--- src/sv/ndd_pkg.sv ---
// Shared constants, types and helpers of the divided-difference interpolator.
package ndd_pkg;

  localparam int MAX_POINTS = 16;
  localparam int FRAC_BITS  = 16;
  localparam int WORK_DEPTH = 16;
  localparam int DW         = 32;
  localparam int AW         = $clog2(MAX_POINTS);
  localparam int CNT_W      = $clog2(MAX_POINTS + 1);
  localparam int WAW        = $clog2(WORK_DEPTH);
  localparam int IDX_W      = $clog2(WORK_DEPTH + 1);
  localparam int NUM_W      = DW + FRAC_BITS;
  localparam int DIV_CW     = $clog2(NUM_W + 1);

  localparam logic signed [DW-1:0] FX_ONE = DW'(64'd1 << FRAC_BITS);

  typedef enum logic [1:0] {
    CMD_APPEND = 2'd0,
    CMD_EVAL   = 2'd1,
    CMD_CLEAR  = 2'd2
  } cmd_e;

  typedef enum logic [2:0] {
    ST_OK    = 3'd0,
    ST_RANGE = 3'd1,
    ST_FEW   = 3'd2,
    ST_FULL  = 3'd3,
    ST_DUP   = 3'd4
  } status_e;

  typedef enum logic [4:0] {
    S_IDLE, S_RNG_RD, S_RNG_CHK, S_CPY_RD, S_CPY_WR, S_LVL_RD, S_LVL_LO,
    S_STP_RD, S_STP_CHK, S_DIV, S_MUL_RD, S_MUL_F, S_MUL_P1, S_MUL_M,
    S_MUL_P2, S_MUL_S
  } state_e;

  // clamp a wide signed value to 32 bits
  function automatic logic signed [DW-1:0] sat32(input logic signed [64:0] v);
    logic signed [64:0] hi;
    logic signed [64:0] lo;
    hi = 65'sh0_7FFF_FFFF;
    lo = -65'sh0_8000_0000;
    if (v > hi) return DW'(hi);
    if (v < lo) return DW'(lo);
    return DW'(v);
  endfunction

endpackage

--- src/sv/ndd_div.sv ---
// Bit-serial restoring divider: sat32((num << FRAC_BITS) / den), truncated toward zero.
module ndd_div (
  input  logic                           clk_i,
  input  logic                           rst_ni,
  input  logic                           start_i,
  input  logic signed [ndd_pkg::DW-1:0]  num_i,
  input  logic signed [ndd_pkg::DW:0]    den_i,
  output logic                           done_o,
  output logic signed [ndd_pkg::DW-1:0]  quot_o
);

  localparam int DW     = ndd_pkg::DW;
  localparam int NUM_W  = ndd_pkg::NUM_W;
  localparam int DIV_CW = ndd_pkg::DIV_CW;
  localparam int FB     = ndd_pkg::FRAC_BITS;
  localparam logic [NUM_W-1:0] LIM = NUM_W'(64'h8000_0000);

  logic              busy_q;
  logic [DIV_CW-1:0] cnt_q;
  logic [DW+1:0]     rem_q;
  logic [NUM_W-1:0]  quo_q;
  logic [DW:0]       dvs_q;
  logic              neg_q;
  logic              done_q;
  logic signed [DW-1:0] quot_q;

  logic [DW-1:0]  num_mag;
  logic [DW:0]    den_mag;
  logic [DW+1:0]  rem_sh;
  logic           ge;
  logic signed [DW-1:0] res;

  // operand magnitudes and one restoring step
  always_comb begin
    num_mag = num_i[DW-1] ? DW'(-num_i) : DW'(num_i);
    den_mag = den_i[DW] ? (DW+1)'(-den_i) : (DW+1)'(den_i);
    rem_sh  = {rem_q[DW:0], quo_q[NUM_W-1]};
    ge      = rem_sh >= (DW+2)'(dvs_q);
  end

  // sign and saturate the magnitude quotient
  always_comb begin
    if (neg_q) begin
      if (quo_q > LIM) res = -32'sh8000_0000;
      else res = -$signed(quo_q[DW-1:0]);
    end else begin
      if (quo_q >= LIM) res = 32'sh7FFF_FFFF;
      else res = $signed(quo_q[DW-1:0]);
    end
  end

  always_ff @(posedge clk_i or negedge rst_ni) begin
    if (!rst_ni) begin
      busy_q <= 1'b0;
      cnt_q  <= '0;
      rem_q  <= '0;
      quo_q  <= '0;
      dvs_q  <= '0;
      neg_q  <= 1'b0;
      done_q <= 1'b0;
      quot_q <= '0;
    end else begin
      done_q <= 1'b0;
      if (start_i) begin
        busy_q <= 1'b1;
        cnt_q  <= '0;
        rem_q  <= '0;
        quo_q  <= {num_mag, FB'(0)};
        dvs_q  <= den_mag;
        neg_q  <= num_i[DW-1] ^ den_i[DW];
      end else if (busy_q) begin
        if (cnt_q == DIV_CW'(NUM_W)) begin
          busy_q <= 1'b0;
          done_q <= 1'b1;
          quot_q <= res;
        end else begin
          rem_q <= ge ? (rem_sh - (DW+2)'(dvs_q)) : rem_sh;
          quo_q <= {quo_q[NUM_W-2:0], ge};
          cnt_q <= cnt_q + DIV_CW'(1);
        end
      end
    end
  end

  assign done_o = done_q;
  assign quot_o = quot_q;

endmodule

--- config.mk ---
export PLATFORM = sky130hd
export DESIGN_NAME = ndd_div
export DESIGN_NICKNAME = d
export VERILOG_FILES = /design/src/sv/ndd_pkg.sv /design/src/sv/ndd_div.sv
export SDC_FILE = /design/constraint.sdc
export NUM_CORES = 1
export LEC_CHECK = 0
export BUFFER_PORTS_ARGS = -buffer_cell sky130_fd_sc_hd__clkbuf_2
export CORE_MARGIN = 2
export CORE_UTILIZATION = 30
export DETAILED_ROUTE_END_ITERATION = 10
export RECOVER_POWER = 100
export SYNTH_ARGS = -nofsm -noshare
export SYNTH_HDL_FRONTEND = slang
export SYNTH_SLANG_ARGS = --single-unit
--- constraint.sdc ---
create_clock -name clk_i -period 3.6 [get_ports clk_i]
set_clock_uncertainty 0.1 [all_clocks]
set_input_delay 0 -clock clk_i [delete_from_list [all_inputs] [get_ports clk_i]]
set_output_delay 0 -clock clk_i [all_outputs]
set_load 0.01 [all_outputs]
==> metrics.md <==
| Metric | Value |
|---|---|
| DRT iter0 DRCs | `499` |
| I/O Pins | `about 100` |
| Worst setup startpoint | `den_i[5]` |
| # port buffers | `100` |
| Critical Path Start Type | `input port` |
| Max-slew violation count | `97` |
| Reg clk slew, reported paths | `roughly 60 ps` |
| DIE AREA | `36050 um^2` |
| Dpl ws | `359.8 ps` |
| GR Overflow Total | `0` |
| Number of routed nets with antenna violations | `0` |
| Die Wd | `approximately 190 um` |
| Final Setup Violations | `0` |
| Clk Latency, worst-skew pair | `roughly 430 ps` |
| Filler cells | `3514` |
| Worst slew margin | `-64.63%` |
| Global-route usage over all layers | `15.51%` |
| Final Instance Area | `12770 um^2` |
| Yosys cell types | `64` |
| Final #Nets | `between 1.5k and 2k` |
| Final core area utilization | `37.25%` |
| Cell area after synthesis | `just over 10000 um^2` |
| Worst path top cell family by delay | `simple AND/OR/NAND/NOR gates` |
| Placed cell area | `11410 um^2` |
| TritonCTS clock tree | `done` |
| Peak supply drop | `about 0.33 mV` |
| Post-synth EDFFs | `0` |
| Synth warn | `0` |
| Clock Sink Count | `approximately 160` |
| R2R Path Start | `quo_q[0]` |
| Pleak | `0.005784 uW` |
| Seq/Total Area, Yosys | `37.43%` |
| H-tree depth | `4` |
| Die Y | `between 150 and 200 um` |
| Placer Congestion | `0.8749` |
| Post-synthesis register bit count | `about 160` |
| Area share of the largest cell type after synthesis | `a little under two fifths` |
| HP Class | `in -> reg` |
| Row cnt | `about 70` |
| Vias in the first global route | `9159` |
| RSZ-0062 raised after global routing | `yes` |
| Crit path buf inv count | `4` |
| Syn avg cell area | `~8.3 um^2` |
| Top cells by area, synth | `dfrtp_1, a21oi_1, nor2_1` |
| DR pass1 iterations | `5` |
| Detail Placement HPWL | `just under 20000 um` |
| Vias after detailed routing | `between 9k and 10k` |
| DRT Wirelength | `27980 um` |
| Crit-path most repeated cell | `or4_4` |
| WL/cell | `approximately 15 um` |
| Worst-margin pin slew | `approximately 2500 ps` |
| Mapped Nets | `1363` |
| Ant diodes | `0` |
| CTS max path bufs | `2` |
| Area growth, synth to finish | `23.24%` |
| Overall power | `~6500 uW` |
| Crit path DAT | `between 3000 and 4000 ps` |
| Asr flop ratio synth | `100.0%` |
| Worst path max stage delay | `approximately 560 ps` |
| Antenna violations before repair | `0` |
| Commonest non-fill, non-tap cell in the layout | `dfrtp_1` |
| Fraction of layout cells with a size suffix above 1 | `about a tenth` |
| MaxCap Viol Count | `1` |
| Largest net degree at the start of global routing | `between 90 and 100` |
| Status | `finished with violations` |
| Drt drc | `0` |
| CTS buffer count | `17` |
| Crit end category | `flop` |
| Hold_sp | `num_i[31]` |
| Final WS setup | `between 60 and 70 ps` |
| PD cells | `between 500 and 600 nW/um^2` |
| Initial Utilization | `a little under a third` |
| Most frequent cells in the layout | `dfrtp_1, nor2_1, nand2_1` |
| Max Freq | `about 280 MHz` |
| Core ar. | `around 34000 um^2` |
| DR vias/cell | `between 5 and 6` |
| Min cycle time layout | `between 3000 and 4000 ps` |
| Cell taking the most area after synthesis | `dfrtp_1` |
| Primary FF master, synth | `dfrtp_1` |
| # resized after CTS | `0` |
| Final Hold Vio Count | `0` |
| First-pass GRT wire length | `45950 um` |
| Worst-path maximum fanout | `4` |
| Clock root buffer | `clkbuf_16` |
| Failing checks | `capacitance limit, slew limit` |
| CP max-delay cell | `dlygate4sd3_1` |
| Crit Path Class | `in -> reg` |
| Worst endpoint required time | `around 3900 ps` |
| Final Cycle Share | `between 90% and 100%` |
| Mapped Cells | `between 1k and 1.5k` |
| Worst-path cell chain | `dlygate4sd3_1 -> clkbuf_2 -> or4_4 -> or3_4 -> or4_4 -> or4_4 -> nor4_4 -> nand2_2 -> buf_4 -> o22ai_1 -> dlygate4sd3_1` |
==> routing by layer <==
metal	track usage, %	wire, um	vias up
met5	0	0	-
met4	3.876	440	0
met3	2.324	1327	36
met2	25.38	12730	266
met1	21.46	13480	4500
li1	-	-	4814
==> cells in the mapped netlist (10+ instances only) <==
| master | number |
|---|---|
| a31oi_1 | 19 |
| o31ai_1 | 25 |
| a21o_1 | 23 |
| clkbuf_1 | 55 |
| nand2_1 | 135 |
| or3_1 | 13 |
| o21ai_0 | 94 |
| dfrtp_1 | 155 |
| nor2_1 | 138 |
| a21oi_1 | 126 |
| inv_1 | 53 |
| ha_1 | 38 |
| nand4_1 | 13 |
| nor3_1 | 47 |
| a211oi_1 | 20 |
| xnor2_1 | 44 |
| nand2b_1 | 12 |
| mux2i_1 | 34 |
| buf_1 | 10 |
| nand3_1 | 21 |
| xor2_1 | 49 |
==> what timing repair did <==
item                                   CTS  global route
setup endpoints to repair                0             1
buffers inserted                         0             2
endpoints found under the hold margin  176             0
hold buffers                            87             0
==> where the power goes <==
group | switching, uW | total [uW] | leakage, uW | internal, uW
Sequential | 261 | 2250 | 0.00199 | 1990
Combinational | 1460 | 2480 | 0.00351 | 1020
Clock | 808 | 1820 | 0.000285 | 1010
Total | 2530 | 6550 | 0.00578 | 4020
==> cell families after synthesis <==
logic type | synth area share, %
adders and majority gates | 4.781
buffers and inverters | 4.419
AOI/OAI and AO/OA | 21.38
muxes | 3.393
and+or+nand+nor | 20.74
DFF | 37.43
xor gates and xnor gates | 7.859
==> area by class of cell <==
cell class                 instances  area [um^2]  share of cell area, %
inverter                          53        198.9                  1.558
clock inverter                    13        130.1                  1.019
timing repair buffer             212         1504                  11.78
multi-input combinational        980         6038                  47.28
clock buffer                      19        452.9                  3.546
sequential                       155         3879                  30.37
tap                              455        569.3                  4.457
==> worst paths after layout <==
check | to | slack, ps | cells past startpoint
max in group asynchronous | quot_o[10] | 820 | 3
setup / recovery | dvs_q[32] | 70 | 11
min in group asynchronous | quot_o[0] | 720 | 2
hold / removal | neg_q | 240 | 3
hold reg to reg | quot_o[11] | 400 | 2
setup reg to reg | quot_o[20] | 290 | 12
==> flip-flops by register name, summed over array words and instances (netlist names) <==
register  cells
quot_o       32
cnt_q         6
quo_q        48
rem_q        33
neg_q         1
busy_q        1
dvs_q        33
done_o        1
==> worst reg2reg max path, cell delays in order, from the launching register on <==
cell and delay [ps]:
dfrtp_1 420, inv_1 70, ha_1 180, or3b_2 500, or3_1 420, nor4_4 320
nand2_1 100, a21oi_1 300, nand2_1 190, buf_4 220, nor3_1 170, a21oi_1 60
a21oi_1 160
==> metrics by stage <==
step                      setup TNS, ps  hold WS [ps]  instances
after CTS                             0         178.8       1886
after global placement                0         67.37       1767
after floorplan                       0        -395.6       1256
after detailed placement              0         82.39       1767
after global routing             -19.66         272.9       1887
final                                 0         235.4       1887
No activity file was read; power rests on OpenSTA's default activity.
